File: src/sv/ebalu_pkg.sv
// Package for the 8-bit CPU ALU: word layouts, operation codes and constants.
// No dependencies; used by ebalu_core and eight_bit_cpu_alu_flags.
package ebalu_pkg;

  localparam int REQ_BYTES = 9;
  localparam int RESP_BYTES = 4;

  localparam logic [4:0] OP_ADD   = 5'd0;
  localparam logic [4:0] OP_ADC   = 5'd1;
  localparam logic [4:0] OP_SUB   = 5'd2;
  localparam logic [4:0] OP_SBC   = 5'd3;
  localparam logic [4:0] OP_AND   = 5'd4;
  localparam logic [4:0] OP_XOR   = 5'd5;
  localparam logic [4:0] OP_OR    = 5'd6;
  localparam logic [4:0] OP_CP    = 5'd7;
  localparam logic [4:0] OP_INC   = 5'd8;
  localparam logic [4:0] OP_DEC   = 5'd9;
  localparam logic [4:0] OP_CPL   = 5'd10;
  localparam logic [4:0] OP_DAA   = 5'd11;
  localparam logic [4:0] OP_RLC   = 5'd12;
  localparam logic [4:0] OP_RRC   = 5'd13;
  localparam logic [4:0] OP_RL    = 5'd14;
  localparam logic [4:0] OP_RR    = 5'd15;
  localparam logic [4:0] OP_SLA   = 5'd16;
  localparam logic [4:0] OP_SRA   = 5'd17;
  localparam logic [4:0] OP_SRL   = 5'd18;
  localparam logic [4:0] OP_SWAP  = 5'd19;
  localparam logic [4:0] OP_BIT   = 5'd20;
  localparam logic [4:0] OP_SET   = 5'd21;
  localparam logic [4:0] OP_RES   = 5'd22;
  localparam logic [4:0] OP_RLCA  = 5'd23;
  localparam logic [4:0] OP_RRCA  = 5'd24;
  localparam logic [4:0] OP_RLA   = 5'd25;
  localparam logic [4:0] OP_RRA   = 5'd26;
  localparam logic [4:0] OP_ADD16 = 5'd27;
  localparam logic [4:0] OP_INC16 = 5'd28;
  localparam logic [4:0] OP_DEC16 = 5'd29;
  localparam logic [4:0] OP_ADDSP = 5'd30;

  localparam logic [4:0] COST_SHORT = 5'd4;
  localparam logic [4:0] COST_MID   = 5'd8;
  localparam logic [4:0] COST_LONG  = 5'd16;

  localparam logic [7:0] DAA_LOW_ADJ  = 8'h06;
  localparam logic [7:0] DAA_HIGH_ADJ = 8'h60;
  localparam logic [7:0] DAA_LIMIT    = 8'h99;
  localparam logic [3:0] BCD_MAX      = 4'h9;

  typedef struct packed {
    logic signed [7:0] offset;
    logic [15:0]       wide_right;
    logic [15:0]       wide_left;
    logic [2:0]        bit_index;
    logic [7:0]        operand;
    logic [3:0]        flags_in;
    logic [7:0]        acc;
    logic [4:0]        req_type;
  } ebalu_req_t;

  typedef struct packed {
    logic [4:0]  cycle_cost;
    logic [3:0]  flags_out;
    logic [15:0] result;
  } ebalu_resp_t;

endpackage

File: src/sv/ebalu_core.sv
// Combinational datapath of the 8-bit CPU ALU: value, flags and cycle cost.
// Depends on ebalu_pkg for the word structs, operation codes and constants.
module ebalu_core
  import ebalu_pkg::*;
(
  input  ebalu_req_t  req,
  output ebalu_resp_t resp
);

  logic [7:0]  a;
  logic [7:0]  v;
  logic [15:0] wl;
  logic [15:0] wr;
  logic        zin;
  logic        nin;
  logic        hin;
  logic        cin;
  logic        t;
  logic [8:0]  sum9;
  logic [4:0]  hsum5;
  logic [8:0]  diff9;
  logic [4:0]  hdiff5;
  logic [7:0]  inc8;
  logic [7:0]  dec8;
  logic        daa_hi;
  logic [7:0]  daa_add1;
  logic [7:0]  daa_add;
  logic [7:0]  daa_sub1;
  logic [7:0]  daa_sub;
  logic [7:0]  daa_val;
  logic [7:0]  mask;
  logic [16:0] add17;
  logic [12:0] add13;
  logic [15:0] sp_sum;
  logic [4:0]  sp_h5;
  logic [8:0]  sp_c9;
  logic [7:0]  x;

  assign a   = req.acc;
  assign v   = req.operand;
  assign wl  = req.wide_left;
  assign wr  = req.wide_right;
  assign zin = req.flags_in[3];
  assign nin = req.flags_in[2];
  assign hin = req.flags_in[1];
  assign cin = req.flags_in[0];
  assign t   = cin & ((req.req_type == OP_ADC) || (req.req_type == OP_SBC));

  assign sum9   = {1'b0, a} + {1'b0, v} + {8'b0, t};
  assign hsum5  = {1'b0, a[3:0]} + {1'b0, v[3:0]} + {4'b0, t};
  assign diff9  = {1'b0, a} - {1'b0, v} - {8'b0, t};
  assign hdiff5 = {1'b0, a[3:0]} - {1'b0, v[3:0]} - {4'b0, t};
  assign inc8   = v + 8'd1;
  assign dec8   = v - 8'd1;

  assign daa_hi   = cin || (a > DAA_LIMIT);
  assign daa_add1 = daa_hi ? a + DAA_HIGH_ADJ : a;
  assign daa_add  = (hin || (a[3:0] > BCD_MAX)) ? daa_add1 + DAA_LOW_ADJ : daa_add1;
  assign daa_sub1 = hin ? a - DAA_LOW_ADJ : a;
  assign daa_sub  = cin ? daa_sub1 - DAA_HIGH_ADJ : daa_sub1;
  assign daa_val  = nin ? daa_sub : daa_add;

  assign mask   = 8'd1 << req.bit_index;
  assign add17  = {1'b0, wl} + {1'b0, wr};
  assign add13  = {1'b0, wl[11:0]} + {1'b0, wr[11:0]};
  assign sp_sum = wl + {{8{req.offset[7]}}, req.offset};
  assign sp_h5  = {1'b0, wl[3:0]} + {1'b0, req.offset[3:0]};
  assign sp_c9  = {1'b0, wl[7:0]} + {1'b0, req.offset};

  always_comb begin
    x = a;
    resp.result     = {8'h00, a};
    resp.flags_out  = req.flags_in;
    resp.cycle_cost = COST_SHORT;
    unique case (req.req_type) inside
      OP_ADD, OP_ADC: begin
        x = sum9[7:0];
        resp.result = {8'h00, x};
        resp.flags_out = {x == 8'h00, 1'b0, hsum5[4], sum9[8]};
      end
      OP_SUB, OP_SBC, OP_CP: begin
        x = diff9[7:0];
        resp.result = (req.req_type == OP_CP) ? {8'h00, a} : {8'h00, x};
        resp.flags_out = {x == 8'h00, 1'b1, hdiff5[4], diff9[8]};
      end
      OP_AND: begin
        x = a & v;
        resp.result = {8'h00, x};
        resp.flags_out = {x == 8'h00, 1'b0, 1'b1, 1'b0};
      end
      OP_XOR: begin
        x = a ^ v;
        resp.result = {8'h00, x};
        resp.flags_out = {x == 8'h00, 3'b000};
      end
      OP_OR: begin
        x = a | v;
        resp.result = {8'h00, x};
        resp.flags_out = {x == 8'h00, 3'b000};
      end
      OP_INC: begin
        x = inc8;
        resp.result = {8'h00, x};
        resp.flags_out = {x == 8'h00, 1'b0, x[3:0] == 4'h0, cin};
      end
      OP_DEC: begin
        x = dec8;
        resp.result = {8'h00, x};
        resp.flags_out = {x == 8'h00, 1'b1, x[3:0] == 4'hF, cin};
      end
      OP_CPL: begin
        x = ~a;
        resp.result = {8'h00, x};
        resp.flags_out = {zin, 1'b1, 1'b1, cin};
      end
      OP_DAA: begin
        x = daa_val;
        resp.result = {8'h00, x};
        resp.flags_out = {x == 8'h00, nin, 1'b0, nin ? cin : daa_hi};
      end
      OP_RLC: begin
        x = {v[6:0], v[7]};
        resp.result = {8'h00, x};
        resp.flags_out = {x == 8'h00, 2'b00, v[7]};
        resp.cycle_cost = COST_MID;
      end
      OP_RRC: begin
        x = {v[0], v[7:1]};
        resp.result = {8'h00, x};
        resp.flags_out = {x == 8'h00, 2'b00, v[0]};
        resp.cycle_cost = COST_MID;
      end
      OP_RL: begin
        x = {v[6:0], cin};
        resp.result = {8'h00, x};
        resp.flags_out = {x == 8'h00, 2'b00, v[7]};
        resp.cycle_cost = COST_MID;
      end
      OP_RR: begin
        x = {cin, v[7:1]};
        resp.result = {8'h00, x};
        resp.flags_out = {x == 8'h00, 2'b00, v[0]};
        resp.cycle_cost = COST_MID;
      end
      OP_SLA: begin
        x = {v[6:0], 1'b0};
        resp.result = {8'h00, x};
        resp.flags_out = {x == 8'h00, 2'b00, v[7]};
        resp.cycle_cost = COST_MID;
      end
      OP_SRA: begin
        x = {v[7], v[7:1]};
        resp.result = {8'h00, x};
        resp.flags_out = {x == 8'h00, 2'b00, v[0]};
        resp.cycle_cost = COST_MID;
      end
      OP_SRL: begin
        x = {1'b0, v[7:1]};
        resp.result = {8'h00, x};
        resp.flags_out = {x == 8'h00, 2'b00, v[0]};
        resp.cycle_cost = COST_MID;
      end
      OP_SWAP: begin
        x = {v[3:0], v[7:4]};
        resp.result = {8'h00, x};
        resp.flags_out = {x == 8'h00, 3'b000};
        resp.cycle_cost = COST_MID;
      end
      OP_BIT: begin
        resp.flags_out = {(v & mask) == 8'h00, 1'b0, 1'b1, cin};
        resp.cycle_cost = COST_MID;
      end
      OP_SET: begin
        x = v | mask;
        resp.result = {8'h00, x};
        resp.cycle_cost = COST_MID;
      end
      OP_RES: begin
        x = v & ~mask;
        resp.result = {8'h00, x};
        resp.cycle_cost = COST_MID;
      end
      OP_RLCA: begin
        x = {a[6:0], a[7]};
        resp.result = {8'h00, x};
        resp.flags_out = {3'b000, a[7]};
      end
      OP_RRCA: begin
        x = {a[0], a[7:1]};
        resp.result = {8'h00, x};
        resp.flags_out = {3'b000, a[0]};
      end
      OP_RLA: begin
        x = {a[6:0], cin};
        resp.result = {8'h00, x};
        resp.flags_out = {3'b000, a[7]};
      end
      OP_RRA: begin
        x = {cin, a[7:1]};
        resp.result = {8'h00, x};
        resp.flags_out = {3'b000, a[0]};
      end
      OP_ADD16: begin
        resp.result = add17[15:0];
        resp.flags_out = {zin, 1'b0, add13[12], add17[16]};
        resp.cycle_cost = COST_MID;
      end
      OP_INC16: begin
        resp.result = wl + 16'd1;
        resp.cycle_cost = COST_MID;
      end
      OP_DEC16: begin
        resp.result = wl - 16'd1;
        resp.cycle_cost = COST_MID;
      end
      OP_ADDSP: begin
        resp.result = sp_sum;
        resp.flags_out = {2'b00, sp_h5[4], sp_c9[8]};
        resp.cycle_cost = COST_LONG;
      end
      default: begin
        resp.result = {8'h00, a};
      end
    endcase
  end

endmodule

File: src/sv/eight_bit_cpu_alu_flags.sv
// Top level of the 8-bit CPU ALU: stream ports, input register, result register.
// Depends on ebalu_pkg and ebalu_core.
//
// Each input word carries one ALU operation and returns one result word with
// the new value, the new Z/N/H/C flags and the operation's cycle cost. The
// block takes one word per clock unless output back-pressure stalls it. A word
// is registered at acceptance. The ALU datapath computes it from the input
// register, and the result register loads it when the output can advance;
// output tvalid rises with that load. The input register keeps accepting
// while a result waits. Back-pressure on the output only stalls the input
// once both registers hold words.
module eight_bit_cpu_alu_flags
  import ebalu_pkg::*;
(
  input  logic                      clk,
  input  logic                      rst,
  input  logic                      s_axis_tvalid,
  output logic                      s_axis_tready,
  // req_type[4:0], acc[12:5], flags_in[16:13], operand[24:17], bit_index[27:25],
  // wide_left[43:28], wide_right[59:44], offset[67:60], zero[71:68]
  input  logic [REQ_BYTES*8-1:0]    s_axis_tdata,
  output logic                      m_axis_tvalid,
  input  logic                      m_axis_tready,
  // result[15:0], flags_out[19:16], cycle_cost[24:20], zero[31:25]
  output logic [RESP_BYTES*8-1:0]   m_axis_tdata
);

  localparam int ReqW  = $bits(ebalu_req_t);
  localparam int RespW = $bits(ebalu_resp_t);

  logic        stage_valid;
  ebalu_req_t  stage_req;
  logic        out_valid;
  ebalu_resp_t out_resp;
  ebalu_resp_t core_resp;
  logic        advance;

  assign advance       = !out_valid || m_axis_tready;
  assign s_axis_tready = !stage_valid || advance;
  assign m_axis_tvalid = out_valid;
  assign m_axis_tdata  = {{(RESP_BYTES*8-RespW){1'b0}}, out_resp};

  ebalu_core u_core (
    .req  (stage_req),
    .resp (core_resp)
  );

  always_ff @(posedge clk) begin
    if (rst) begin
      stage_valid <= 1'b0;
      out_valid   <= 1'b0;
    end else begin
      if (s_axis_tready) begin
        stage_valid <= s_axis_tvalid;
      end
      if (advance) begin
        out_valid <= stage_valid;
      end
    end
  end

  always_ff @(posedge clk) begin
    if (s_axis_tvalid && s_axis_tready) begin
      stage_req <= ebalu_req_t'(s_axis_tdata[ReqW-1:0]);
    end
    if (advance && stage_valid) begin
      out_resp <= core_resp;
    end
  end

endmodule

File: config.mk
export PLATFORM = sky130hd
export DESIGN_NAME = eight_bit_cpu_alu_flags
export DESIGN_NICKNAME = d
export VERILOG_FILES = /design/src/sv/ebalu_pkg.sv /design/src/sv/ebalu_core.sv /design/src/sv/eight_bit_cpu_alu_flags.sv
export SDC_FILE = /design/constraint.sdc
export NUM_CORES = 1
export LEC_CHECK = 0
export ABC_AREA = 1
export BUFFER_PORTS_ARGS = -buffer_cell sky130_fd_sc_hd__buf_2
export CORE_AREA = 2 2 128 130
export DETAILED_ROUTE_END_ITERATION = 8
export DIE_AREA = 0 0 130 132
export PLACE_DENSITY = 0.78
export SYNTH_ARGS = -nofsm -noshare
export SYNTH_HDL_FRONTEND = slang
export SYNTH_SLANG_ARGS = --single-unit
File: constraint.sdc
create_clock -name clk -period 8.9 [get_ports clk]
set_input_delay 0.89 -clock clk [delete_from_list [all_inputs] [get_ports clk]]
set_output_delay 0.89 -clock clk [all_outputs]
set_load 0.05 [all_outputs]
==> results.cfg <==
[run]
drv_cap = 0

[synth]
synth_compound_area_share_pct = 13.88
syn_area_per_cell_um2 = 7.401
synth_seq_cells = 93
synthAdderAreaFrac_pct = 12.68
synthXorXnorAreaFrac_pct = 2.766
netlist-cell-type-count = 51
yosysWarnings = 0
synth_top_family_by_area = simple AND/OR/NAND/NOR gates
ys_async_sr_fraction_pct = 0
synth_top_area_share_pct = 31.97
ys_seq_area_share_pct = 32.44
synth_area_leaders = edfxtp_1, nand2_1, ha_1
yosysTopAreaCell = edfxtp_1
synth_flop_cell = edfxtp_1
synthSimpleGateAreaFrac_pct = 30.21
syn-instance-count = 1155
synth_edf_count = 91
synth_mux_area_share_pct = 0
synth_area_um2 = 8548

[clock_tree]
cts-resized-gates = 0
tritoncts = built
clkTransAtPathRegs_ns = 0.08
cts_setup_buffers = 0
numCtsBuffers = 9
cts_hold_buf = 0
cts_buffer_depth = 2
root_buffer = clkbuf_16
cts-htree-levels = 3
insertion_delay_ns = 0.37
cts.sinks = 93

[power_and_ir_drop]
finalPower_uw = 1320
p_leak_uw = 0.004464
cellPowerDensity_nw_per_um2 = 139.5
peakVddDrop_uv = 88.22

[critical_path]
rr_startpoint = stage_req[4]$_DFFE_PP_
crit_path_end_kind = flop
critical-path-max-stage-delay_ns = 0.71
crit_slowest_cell = edfxtp_1
worstPathMaxFanout = 20
cp_num_buf_inv = 2
critical_path.top_delay_family = simple AND/OR/NAND/NOR gates
critPathRequiredTime_ns = 8.98
critPathLaunchType = flop
cp.arrival_ns = 4.64
crit_path_frequent_cell = nand2_1
crit_chain = inv_2 > nand2_1 > nor3_1 > inv_1 > fa_1 > fa_1 > or2_2 > nand2_1 > nand2_1 > xor2_1 > o211ai_1 > nor4_1 > nand4_1
r2r_slack_ns = 4.33
critPathKind = reg -> reg
cp-startpoint = stage_req[4]$_DFFE_PP_

[floorplan]
dieArea_um2 = 17160
die_h_um = 132
std_cell_rows = 46
die_w_um = 130
design.core.area_um2 = 15710
start_util_pct = 54.40
top_level_ports = 110

[layout]
layout-drive-gt1-share_pct = 14.76
nNetsFinal = 1401
antenna_cells = 0
area_delta_synth_final_pct = 10.70
final_util_pct = 60.22
design_area_um2 = 9463

[run_status]
status = finished, final reports clean

[placed_design]
place.gp.congestion = 1.069
io_buffer_count = 96
dpl.hpwl_um = 22730
dpl_worst_slack_ns = 4.544
post_dp_cell_area_um2 = 9164

[grt]
grt_max_degree = 69
overflow = 0
grt_pass1_wl_um = 44060
antenna_found_initial = 0
grt_pass1_vias = 7978
grtUsageTotal_pct = 34.12

[timing]
max_slew_margin_pct = 31.62
clock.fmax_mhz = 218.9
maxSlewViolCount = 0
tns_ns = 0
worst_pin_slew_ns = 0.9998
hold_viol = 0
layout_setup_ws_ns = 4.333
setup_viol = 0
min_period_over_period_pct = 51.32
fin_skew_ns = 0.01496
rsz0062_at_grt = no
min_period_ns = 4.567

[worst_hold_path]
hp-class = reg -> reg
min_from = stage_valid$_SDFFE_PP0N_

[detailed_routing]
wl_per_cell_um = 19.98
drtIter0Drc = 868
vias_per_cell = 5.943
route.vias.total = 8695
first_pass_iters = 8
ant_nets = 0
drc = 0
wirelength_um = 29230
==> synth_stat cells (3+ instances only) <==
cell type,number
nand2_1,281
nor2_1,111
inv_1,102
nand3_1,102
edfxtp_1,91
ha_1,77
a21oi_1,74
o21ai_0,45
nand4_1,27
o22ai_1,27
inv_2,25
nor3_1,22
xor2_1,21
buf_2,15
nand2_2,11
o21ai_1,11
buf_4,10
nor2_2,9
o211ai_1,8
nand3_2,7
clkinv_1,6
fa_1,6
or2_2,6
xnor2_1,6
a22oi_1,5
o21bai_1,5
nor3_2,4
o2111ai_1,4
a211oi_1,3
a21o_1,3
a31oi_1,3
clkbuf_1,3
nor4_1,3
==> worst register-to-register path, delay by kind of cell, from the launching register on <==
family | cells | cell delay [ns]
adders and majority gates | 2 | 0.97
and+or+nand+nor | 7 | 1.73
AOI/OAI and AO/OA | 1 | 0.11
DFF | 1 | 0.71
buffers and inverters | 2 | 0.53
xor gates and xnor gates | 1 | 0.23
==> worst paths after layout <==
| check | endpoint | depth (start not counted) |
|---|---|---|
| worst min register to register | m_axis_tvalid$_SDFFE_PP0P_ | 2 |
| worst min-delay path | m_axis_tvalid$_SDFFE_PP0P_ | 2 |
| worst max-delay path | m_axis_tdata[4]$_DFFE_PP_ | 13 |
| worst max register to register | m_axis_tdata[4]$_DFFE_PP_ | 13 |
==> metal layers <==
layer	vias up	share of wire, %	routed length (µm)	global-route usage [%]
met5	-	0	0	0
met3	73	10	2973	7.183
met2	479	43	12650	50.96
met4	0	3.6	1054	12.49
li1	4121	-	-	-
met1	4022	43	12550	48.71
==> per-stage QoR <==
| stage | cells | hold slack, ns |
|---|---|---|
| 6_report | 1463 | 0.4970 |
| 4_1_cts | 1463 | 0.4996 |
| 3_3_place_gp | 1447 | 0.4790 |
| 2_1_floorplan | 1163 | 0.4448 |
| 3_5_place_dp | 1447 | 0.4838 |
| 5_1_grt | 1463 | 0.5264 |
==> cell usage in the layout, fill, tap and decap left out, drive strengths merged, types with 2 or more instances in the layout <==
master,instances
nor2,121
conb,9
nor4,3
nor3,26
xnor2,6
clkinv,9
a22oi,5
o2111ai,4
a211oi,3
a21oi,75
nand4,27
o21ai,56
clkbuf,9
dfxtp,2
edfxtp,91
a21boi,3
a2111oi,3
a221oi,2
inv,131
fa,6
o211ai,8
nand3,109
buf,98
or2,6
nand2,293
a31oi,3
ha,77
xor2,21
o21bai,5
a21o,3
o22ai,27
==> report_power, final <==
group          total (µW)  internal, µW  switching (µW)
Clock                 399           199             200
Sequential            551           514            36.4
Combinational         370           115             255
Total                1320           828             491
==> registers in the layout (all words and copies together) (netlist names) <==
signal         count
m_axis_tdata      23
stage_valid        1
stage_req         68
m_axis_tvalid      1
==> cell type report <==
type / instances / area (µm²)
fill: 1460 / 6250
multi-input combinational: 907 / 5126
sequential: 93 / 2773
inverter: 133 / 499.2
timing repair buffer: 98 / 495.5
tap: 216 / 270.3
clock buffer: 9 / 225.2
clock inverter: 7 / 73.82
==> kinds of logic (layout without fill, tap and decap cells) <==
logic type,after synthesis,after routing
other cells,1,9
buf+inv,163,247
flops,93,93
fa+ha+maj,83,83
xor+xnor,27,27
compound gates,202,202
simple gates,586,586
No activity file was read; power rests on OpenSTA's default activity.
